[config.mk]
export PLATFORM = sky130hd
export DESIGN_NAME = csv_field_tokenizer_top
export DESIGN_NICKNAME = d
export VERILOG_FILES = /design/src/hdl/ctf_pkg.sv /design/src/hdl/ctf_front.sv /design/src/hdl/ctf_cmd_fifo.sv /design/src/hdl/ctf_back.sv /design/src/hdl/csv_field_tokenizer_top.sv
export SDC_FILE = /design/constraint.sdc
export NUM_CORES = 1
export LEC_CHECK = 0
export BUFFER_PORTS_ARGS = -buffer_cell sky130_fd_sc_hd__buf_4
export CORE_MARGIN = 2
export CORE_UTILIZATION = 60
export CTS_CLUSTER_SIZE = 25
export DETAILED_ROUTE_END_ITERATION = 10
export PLACE_DENSITY_LB_ADDON = 0.05
export SLEW_MARGIN = 20
export SYNTH_ARGS = -nofsm -noshare
export SYNTH_HDL_FRONTEND = slang
export SYNTH_HIERARCHICAL = 1
export SYNTH_SLANG_ARGS = --single-unit
[constraint.sdc]
create_clock -name clk_i -period 3.17 [get_ports clk_i]
set_input_delay 0.1585 -clock clk_i [delete_from_list [all_inputs] [get_ports clk_i]]
set_output_delay 0.1585 -clock clk_i [all_outputs]
set_load 0.02 [all_outputs]
[src/hdl/ctf_pkg.sv]
// ----------------------------------------------------------------------------
// ctf_pkg
// Shared types and constants of the CSV field tokenizer: character codes,
// result kinds, front-to-back command format.
// ----------------------------------------------------------------------------
package ctf_pkg;

  localparam int unsigned CntW = 6;
  localparam int unsigned CmdDepth = 4;

  localparam logic [7:0] ChComma = 8'h2C;
  localparam logic [7:0] ChQuote = 8'h22;
  localparam logic [7:0] ChNl    = 8'h0A;
  localparam logic [7:0] ChSpace = 8'h20;
  localparam logic [7:0] ChDel   = 8'h7F;

  localparam logic [2:0] KContent  = 3'd0;
  localparam logic [2:0] KComma    = 3'd1;
  localparam logic [2:0] KNewline  = 3'd2;
  localparam logic [2:0] KText     = 3'd3;
  localparam logic [2:0] KImplicit = 3'd4;
  localparam logic [2:0] KOpenQ    = 3'd5;
  localparam logic [2:0] KStray    = 3'd6;
  localparam logic [2:0] KOverflow = 3'd7;

  typedef enum logic [1:0] {
    OP_EMIT  = 2'd0,
    OP_PAIR  = 2'd1,
    OP_STORE = 2'd2,
    OP_FLUSH = 2'd3
  } op_e;

  typedef struct packed {
    op_e             op;
    logic [7:0]      ch;
    logic [2:0]      kind;
    logic [CntW-1:0] cnt;
  } cmd_t;

endpackage

[src/hdl/ctf_front.sv]
// ----------------------------------------------------------------------------
// ctf_front
// Input side: classifies each byte, tracks the parse mode and the pending
// run length, and turns each transaction into at most one back-end command.
// ----------------------------------------------------------------------------
module ctf_front #(
  parameter int unsigned PENDING_DEPTH = 32
) (
  input  logic           clk_i,
  input  logic           rst_ni,
  input  logic           accept_i,
  input  logic [7:0]     char_in_i,
  input  logic           end_of_text_i,
  output logic           cmd_vld_o,
  output ctf_pkg::cmd_t  cmd_o
);

  typedef enum logic [3:0] {
    MODE_START  = 4'b0001,
    MODE_UNQ    = 4'b0010,
    MODE_QUOTED = 4'b0100,
    MODE_QSEEN  = 4'b1000
  } mode_e;

  mode_e                    mode_q, mode_d;
  logic [ctf_pkg::CntW-1:0] cnt_q, cnt_d;

  logic       is_ctrl, is_fill;
  logic       st_vld;
  logic [7:0] st_ch;
  logic [2:0] st_kind;
  mode_e      st_mode;

  assign is_ctrl = (char_in_i < ctf_pkg::ChSpace) || (char_in_i == ctf_pkg::ChDel);
  assign is_fill = is_ctrl || (char_in_i == ctf_pkg::ChSpace);

  // field start handling
  always_comb begin
    st_vld  = 1'b0;
    st_ch   = 8'h00;
    st_kind = ctf_pkg::KContent;
    st_mode = MODE_START;
    if (char_in_i == ctf_pkg::ChComma) begin
      st_vld  = 1'b1;
      st_kind = ctf_pkg::KComma;
    end else if (char_in_i == ctf_pkg::ChNl) begin
      st_vld  = 1'b1;
      st_kind = ctf_pkg::KNewline;
    end else if (is_fill) begin
      st_vld  = 1'b0;
    end else if (char_in_i == ctf_pkg::ChQuote) begin
      st_mode = MODE_QUOTED;
    end else begin
      st_vld  = 1'b1;
      st_ch   = char_in_i;
      st_mode = MODE_UNQ;
    end
  end

  always_comb begin
    mode_d    = mode_q;
    cnt_d     = cnt_q;
    cmd_vld_o = 1'b0;
    cmd_o     = '0;
    cmd_o.op  = ctf_pkg::OP_EMIT;
    if (accept_i) begin
      if (end_of_text_i) begin
        cmd_vld_o  = 1'b1;
        cmd_o.kind = (mode_q == MODE_QUOTED) ? ctf_pkg::KOpenQ : ctf_pkg::KText;
        mode_d     = MODE_START;
        cnt_d      = '0;
      end else begin
        case (mode_q)
          MODE_UNQ: begin
            if (char_in_i == ctf_pkg::ChComma || char_in_i == ctf_pkg::ChNl) begin
              cmd_vld_o  = 1'b1;
              cmd_o.kind = (char_in_i == ctf_pkg::ChComma) ? ctf_pkg::KComma
                                                           : ctf_pkg::KNewline;
              cnt_d      = '0;
              mode_d     = MODE_START;
            end else if (char_in_i == ctf_pkg::ChQuote) begin
              cmd_vld_o  = 1'b1;
              cmd_o.kind = ctf_pkg::KStray;
              cnt_d      = '0;
              mode_d     = MODE_START;
            end else if (is_fill) begin
              cmd_vld_o = 1'b1;
              if (cnt_q >= ctf_pkg::CntW'(PENDING_DEPTH)) begin
                cmd_o.kind = ctf_pkg::KOverflow;
                cnt_d      = '0;
                mode_d     = MODE_START;
              end else begin
                cmd_o.op  = ctf_pkg::OP_STORE;
                cmd_o.ch  = char_in_i;
                cmd_o.cnt = cnt_q;
                cnt_d     = cnt_q + 1'b1;
              end
            end else begin
              cmd_vld_o  = 1'b1;
              cmd_o.op   = ctf_pkg::OP_FLUSH;
              cmd_o.ch   = char_in_i;
              cmd_o.kind = ctf_pkg::KContent;
              cmd_o.cnt  = cnt_q;
              cnt_d      = '0;
            end
          end
          MODE_QUOTED: begin
            if (char_in_i == ctf_pkg::ChQuote) begin
              mode_d = MODE_QSEEN;
            end else if (!is_ctrl) begin
              cmd_vld_o = 1'b1;
              cmd_o.ch  = char_in_i;
            end
          end
          MODE_QSEEN: begin
            cmd_vld_o = 1'b1;
            if (char_in_i == ctf_pkg::ChQuote) begin
              cmd_o.ch = ctf_pkg::ChQuote;
              mode_d   = MODE_QUOTED;
            end else if (char_in_i == ctf_pkg::ChComma || char_in_i == ctf_pkg::ChNl) begin
              cmd_o.kind = (char_in_i == ctf_pkg::ChComma) ? ctf_pkg::KComma
                                                           : ctf_pkg::KNewline;
              mode_d     = MODE_START;
            end else begin
              // implicit end, then the byte starts a new field
              if (st_vld) begin
                cmd_o.op   = ctf_pkg::OP_PAIR;
                cmd_o.ch   = st_ch;
                cmd_o.kind = st_kind;
              end else begin
                cmd_o.kind = ctf_pkg::KImplicit;
              end
              mode_d = st_mode;
              cnt_d  = '0;
            end
          end
          default: begin
            cmd_vld_o  = st_vld;
            cmd_o.ch   = st_ch;
            cmd_o.kind = st_kind;
            mode_d     = st_mode;
            cnt_d      = '0;
          end
        endcase
      end
    end
  end

  always_ff @(posedge clk_i or negedge rst_ni) begin
    if (!rst_ni) begin
      mode_q <= MODE_START;
      cnt_q  <= '0;
    end else begin
      mode_q <= mode_d;
      cnt_q  <= cnt_d;
    end
  end

endmodule

[src/hdl/ctf_cmd_fifo.sv]
// ----------------------------------------------------------------------------
// ctf_cmd_fifo
// Short command queue between the front and the back end.
// ----------------------------------------------------------------------------
module ctf_cmd_fifo (
  input  logic          clk_i,
  input  logic          rst_ni,
  input  logic          push_i,
  input  ctf_pkg::cmd_t wdata_i,
  output logic          full_o,
  input  logic          pop_i,
  output ctf_pkg::cmd_t rdata_o,
  output logic          empty_o
);

  localparam int unsigned PtrW = $clog2(ctf_pkg::CmdDepth);

  ctf_pkg::cmd_t mem_q [ctf_pkg::CmdDepth];
  logic [PtrW-1:0] wptr_q, rptr_q;
  logic [PtrW:0]   fill_q;
  logic            do_push, do_pop;

  assign full_o  = (fill_q == (PtrW+1)'(ctf_pkg::CmdDepth));
  assign empty_o = (fill_q == '0);
  assign rdata_o = mem_q[rptr_q];
  assign do_push = push_i && !full_o;
  assign do_pop  = pop_i && !empty_o;

  always_ff @(posedge clk_i) begin
    if (do_push) begin
      mem_q[wptr_q] <= wdata_i;
    end
  end

  always_ff @(posedge clk_i or negedge rst_ni) begin
    if (!rst_ni) begin
      wptr_q <= '0;
      rptr_q <= '0;
      fill_q <= '0;
    end else begin
      if (do_push) begin
        wptr_q <= wptr_q + 1'b1;
      end
      if (do_pop) begin
        rptr_q <= rptr_q + 1'b1;
      end
      case ({do_push, do_pop})
        2'b10:   fill_q <= fill_q + 1'b1;
        2'b01:   fill_q <= fill_q - 1'b1;
        default: fill_q <= fill_q;
      endcase
    end
  end

endmodule

[src/hdl/ctf_back.sv]
// ----------------------------------------------------------------------------
// ctf_back
// Back end: holds the pending trailing run in a small memory, carries out
// the queued commands and drives the result register.
// ----------------------------------------------------------------------------
module ctf_back #(
  parameter int unsigned PENDING_DEPTH = 32
) (
  input  logic          clk_i,
  input  logic          rst_ni,
  input  logic          cmd_empty_i,
  input  ctf_pkg::cmd_t cmd_i,
  output logic          cmd_pop_o,
  output logic          empty,
  input  logic          pop,
  output logic [7:0]    char_out_o,
  output logic [2:0]    kind_o,
  output logic          last_of_run_o
);

  localparam int unsigned IdxW = (PENDING_DEPTH > 1) ? $clog2(PENDING_DEPTH) : 1;

  typedef enum logic [3:0] {
    ST_IDLE   = 4'b0001,
    ST_RD     = 4'b0010,
    ST_EM     = 4'b0100,
    ST_SECOND = 4'b1000
  } state_e;

  state_e                   state_q, state_d;
  ctf_pkg::cmd_t            cur_q, cur_d;
  logic [ctf_pkg::CntW-1:0] idx_q, idx_d;
  logic [7:0]               mem_q [PENDING_DEPTH];
  logic [7:0]               rd_q;

  logic       out_vld_q, out_vld_d;
  logic [7:0] out_ch_q, out_ch_d;
  logic [2:0] out_kind_q, out_kind_d;
  logic       out_last_q, out_last_d;
  logic       slot_free, load, wr_en;

  assign slot_free     = !out_vld_q || pop;
  assign empty         = !out_vld_q;
  assign char_out_o    = out_ch_q;
  assign kind_o        = out_kind_q;
  assign last_of_run_o = out_last_q;

  always_comb begin
    state_d    = state_q;
    cur_d      = cur_q;
    idx_d      = idx_q;
    cmd_pop_o  = 1'b0;
    wr_en      = 1'b0;
    load       = 1'b0;
    out_ch_d   = out_ch_q;
    out_kind_d = out_kind_q;
    out_last_d = out_last_q;
    case (state_q)
      ST_IDLE: begin
        if (!cmd_empty_i) begin
          case (cmd_i.op)
            ctf_pkg::OP_STORE: begin
              wr_en     = 1'b1;
              cmd_pop_o = 1'b1;
            end
            ctf_pkg::OP_EMIT: begin
              if (slot_free) begin
                load       = 1'b1;
                out_ch_d   = cmd_i.ch;
                out_kind_d = cmd_i.kind;
                out_last_d = 1'b1;
                cmd_pop_o  = 1'b1;
              end
            end
            ctf_pkg::OP_PAIR: begin
              if (slot_free) begin
                load       = 1'b1;
                out_ch_d   = 8'h00;
                out_kind_d = ctf_pkg::KImplicit;
                out_last_d = 1'b0;
                cmd_pop_o  = 1'b1;
                cur_d      = cmd_i;
                state_d    = ST_SECOND;
              end
            end
            default: begin
              cmd_pop_o = 1'b1;
              cur_d     = cmd_i;
              idx_d     = '0;
              state_d   = (cmd_i.cnt == '0) ? ST_SECOND : ST_RD;
            end
          endcase
        end
      end
      ST_RD: begin
        state_d = ST_EM;
      end
      ST_EM: begin
        if (slot_free) begin
          load       = 1'b1;
          out_ch_d   = rd_q;
          out_kind_d = ctf_pkg::KContent;
          out_last_d = 1'b0;
          idx_d      = idx_q + 1'b1;
          state_d    = (idx_d == cur_q.cnt) ? ST_SECOND : ST_RD;
        end
      end
      ST_SECOND: begin
        if (slot_free) begin
          load       = 1'b1;
          out_ch_d   = cur_q.ch;
          out_kind_d = cur_q.kind;
          out_last_d = 1'b1;
          state_d    = ST_IDLE;
        end
      end
      default: begin
        state_d = ST_IDLE;
      end
    endcase
    out_vld_d = load || (out_vld_q && !pop);
  end

  always_ff @(posedge clk_i) begin
    if (wr_en) begin
      mem_q[cmd_i.cnt[IdxW-1:0]] <= cmd_i.ch;
    end
    rd_q <= mem_q[idx_q[IdxW-1:0]];
  end

  always_ff @(posedge clk_i) begin
    cur_q <= cur_d;
    if (load) begin
      out_ch_q   <= out_ch_d;
      out_kind_q <= out_kind_d;
      out_last_q <= out_last_d;
    end
  end

  always_ff @(posedge clk_i or negedge rst_ni) begin
    if (!rst_ni) begin
      state_q   <= ST_IDLE;
      idx_q     <= '0;
      out_vld_q <= 1'b0;
    end else begin
      state_q   <= state_d;
      idx_q     <= idx_d;
      out_vld_q <= out_vld_d;
    end
  end

endmodule

[src/hdl/csv_field_tokenizer_top.sv]
// path: with the queue empty a result passes a queue entry and then the result register;
// a later byte of an unquoted field also passes the back end's ST_SECOND state
// throughput: one byte per cycle while the 4-entry command queue is not full; the back
// end waits on a held result and releases each pending byte via ST_RD and ST_EM
// reset: mode, pending count, queue and result valid flag clear at once; the pending
// memory is not cleared and is only read after it is written
// ----------------------------------------------------------------------------
// csv_field_tokenizer_top
// Streaming CSV field tokenizer: byte input queue port, result queue port.
// ----------------------------------------------------------------------------
module csv_field_tokenizer_top #(
  parameter int unsigned PENDING_DEPTH = 32
) (
  input  logic       clk_i,
  input  logic       rst_ni,
  input  logic       push,
  output logic       full,
  input  logic [7:0] char_in_i,
  input  logic       end_of_text_i,
  output logic       empty,
  input  logic       pop,
  output logic [7:0] char_out_o,
  output logic [2:0] kind_o,
  output logic       last_of_run_o
);

  logic          accept;
  logic          cmd_vld;
  ctf_pkg::cmd_t cmd_w;
  ctf_pkg::cmd_t cmd_r;
  logic          cmd_empty;
  logic          cmd_pop;

  assign accept = push && !full;

  ctf_front #(
    .PENDING_DEPTH(PENDING_DEPTH)
  ) u_front (
    .clk_i         (clk_i),
    .rst_ni        (rst_ni),
    .accept_i      (accept),
    .char_in_i     (char_in_i),
    .end_of_text_i (end_of_text_i),
    .cmd_vld_o     (cmd_vld),
    .cmd_o         (cmd_w)
  );

  ctf_cmd_fifo u_fifo (
    .clk_i   (clk_i),
    .rst_ni  (rst_ni),
    .push_i  (cmd_vld),
    .wdata_i (cmd_w),
    .full_o  (full),
    .pop_i   (cmd_pop),
    .rdata_o (cmd_r),
    .empty_o (cmd_empty)
  );

  ctf_back #(
    .PENDING_DEPTH(PENDING_DEPTH)
  ) u_back (
    .clk_i         (clk_i),
    .rst_ni        (rst_ni),
    .cmd_empty_i   (cmd_empty),
    .cmd_i         (cmd_r),
    .cmd_pop_o     (cmd_pop),
    .empty         (empty),
    .pop           (pop),
    .char_out_o    (char_out_o),
    .kind_o        (kind_o),
    .last_of_run_o (last_of_run_o)
  );

endmodule
==> flow_summary.ini <==
[layout]
syn_to_final_growth_pct = 12.6
fillers = 1893
multiInputGateArea_um2 = 4530
fin_util = 0.681
layout.nets = 1143
regArea_um2 = 11700
stdcell_area_um2 = 18800
diodes = 0
drive_above_1_share = 0.170

[yosys]
synthArstFlopShare = 0.0705
syn-num-nets = 1072
yosysSeqAreaShare = 0.700
syn_area_per_cell_um2 = 15.9
synth_area_um2 = 16700
yosysWarnings = 6
ys.flop_type = edfxtp_1
synth_seq_cells = 397
synth_cell_type_count = 86
syn_inst = 1050
synth-edff-count = 361

[min_path]
hp-class = in2reg

[floorplan]
rows = 61
io_pins = 27
start_util = 0.605
dieArea_um2 = 29200
coreArea_um2 = 27600
die_h_um = 171
die_x_um = 171

[power_and_ir_drop]
swShare = 0.295
p_sw_w = 0.00476
p_seq_frac = 0.468
p_clk_frac = 0.291
power.density_nw_per_um2 = 856
ir_drop_v = 0.000656
p_leak_nw = 6.20
total_power_w = 0.0161
power_frac_comb = 0.242
internal-power_w = 0.0114

[sta]
finalHoldViolCount = 0
min_period_over_period = 0.869
tightestPinTransition_ps = 920
rsz0062_at_grt = no
setup_violations = 0
fin_skew_ps = 17.7
fmax_mhz = 363
relSlewSlack = 0.387
setup_tns_ps = 0
min_period_ps = 2760
slew_viol_final = 0

[critical_path]
crit_fanout = 10
cp-end-kind = register
r2r_cells = 10
r2r_end = u_fifo/fill_q[2]
critical_path_class = reg2reg
required_ps = 3610
startpoint_type = register
worstSetupEndpoint = u_fifo/fill_q[2]
worstSetupStartpoint = u_back/state_q[0]
worstPathArrival_ps = 3190
worstReg2RegStart = u_back/state_q[0]
rrSetupSlack_ps = 410

[route]
top_layer_used = met4
wl_met3_mm = 1.92
first_pass_iters = 4
dr_wl_met2_mm = 17.1
via_count = 9319
drtIter0Drc = 982
wire_per_inst_um = 23.4
postRouteAntennaNets = 0
remaining_drc_errors = 0
vias_per_cell = 6.10
routed_wl_mm = 35.7
m1WireLength_mm = 15.7

[clock_network]
cts_resized = 0
numCtsBuffers = 40
path_clk_slew_ps = 60
clk-insertion-delay-late_ps = 530
clock-sinks = 397
cts_max_level = 2
clk_path_buf_depth = 3
post_cts_buffers = 0
cts_tree = done
cts_root_buffer = clkbuf_16

[placement]
port_buffers = 26
place_area_um2 = 17500
dp_hpwl_mm = 22.6
place.gp.congestion = 0.920

[run]
maxCapViolations = 0

[global_route]
grt_usage = 0.248
first_global_vias = 9040
grt_pass1_wl_mm = 53.2
gr-total-overflow = 0
grt_max_degree = 51
antenna_found_initial = 0

[outcome]
status = complete, no violations
## synth_stat cells (12+ instances only)
master    count  share of area
mux2i_1     122          0.073
nand2b_1     14         0.0052
buf_2        23         0.0069
nor2_1       52          0.012
a21oi_1      20         0.0060
buf_6        14         0.0094
nor3_1       13         0.0039
nand2_1      41         0.0092
dfrtp_1      26          0.039
edfxtp_1    361           0.65
clkbuf_1     12         0.0027
o21ai_0      12         0.0036
nor2b_1      16         0.0060
a22oi_1      40          0.018
inv_1        23         0.0052
nand3_1      33         0.0099
mux4_2       19          0.026
## worst min path at each step
stage,cells past startpoint,start,to
2_1_floorplan,0,rst_ni,u_back/idx_q[0]
3_3_place_gp,1,rst_ni,u_back/out_vld_q
3_5_place_dp,1,rst_ni,u_back/out_vld_q
4_1_cts,2,char_in_i[7],u_fifo/mem_q[2][16]
5_1_grt,4,pop,u_back/out_vld_q
6_report,2,char_in_i[7],u_fifo/mem_q[2][16]
## cells in the final DEF (no fill, tap or decap), types with 9 or more instances in the layout
cell type / n
edfxtp_1: 361
dfrtp_1: 25
and2_1: 11
a22o_1: 11
nand3_1: 33
buf_4: 88
a21oi_1: 20
a2111oi_0: 9
nand2b_1: 14
nand2_1: 41
a31oi_1: 10
a22oi_1: 40
mux2i_1: 122
nor2b_1: 15
mux4_2: 19
clkinv_1: 11
o21ai_0: 12
a211oi_1: 11
nor2_1: 51
inv_1: 23
clkbuf_16: 41
nor3_1: 13
## power by group through the flow
| stage | logic (W) | clock network (W) | registers [W] |
|---|---|---|---|
| after floorplan | 0.00236 | 0 | 0.00757 |
| after global placement | 0.00382 | 0 | 0.00761 |
| after detailed placement | 0.00391 | 0 | 0.00764 |
| final | 0.00389 | 0.00469 | 0.00753 |
| after CTS | 0.00392 | 0.00476 | 0.00753 |
| after global routing | 0.00417 | 0.00495 | 0.00759 |
## routing by layer
metal,vias to the layer above,GRT usage
li1,4270,-
met1,4713,0.351
met2,277,0.401
met3,59,0.0430
met4,0,0.0752
met5,-,0
## worst max-delay path, cell delays in order, from the launching register on
cell and delay, ps:
dfstp_2 630, nor3b_2 220, nor3b_4 330, nor2b_1 230, o31a_2 210, ha_1 190
inv_1 60, fa_1 380, xor2_1 150, nor2_1 120, xor2_1 160
## cells by family (layout without fill, tap and decap cells)
logic type | after synthesis | in the layout | share of synthesized area
buffers and inverters | 85 | 185 | 0.0293
AND/OR/NAND/NOR | 228 | 228 | 0.0770
multiplexers | 144 | 144 | 0.101
AO/OA/AOI/OAI | 172 | 172 | 0.0777
flip-flops | 397 | 397 | 0.700
adder cells (fa/ha/maj) | 9 | 9 | 0.00718
XOR/XNOR | 15 | 15 | 0.00786
## metrics by stage
step	hold slack (ps)	setup slack [ps]	cells
after floorplan	-137	364	1050
after global placement	131	201	1456
after detailed placement	131	171	1456
after CTS	50.8	412	1528
after global routing	86.9	209	1528
final	79.3	414	1528
## registers in the layout (all words and copies together), names as in the netlist, named ones only
name,cells
u_fifo/rptr_q,2
u_back/rd_q,8
u_back/mem_q,256
u_back/out_vld_q,1
u_back/char_out_o,8
u_back/kind_o,3
u_back/state_q,4
u_front/mode_q,4
u_back/cur_q,17
u_fifo/fill_q,3
u_fifo/wptr_q,2
u_back/idx_q,6
u_fifo/mem_q,76
u_front/cnt_q,6
## repair_timing
action | CTS | global route
hold endpoints to repair | 28 | 0
hold buffers | 1 | 0
endpoints found under the setup margin | 0 | 0
## layout make-up
type,count,area share
clock buffers,48,0.0559
clock inverters,23,0.0138
inverters,23,0.00459
multi-input cells,568,0.241
flip-flops and latches,397,0.622
well taps,378,0.0251
repair buffers,91,0.0378
No activity file was read; power rests on OpenSTA's default activity.
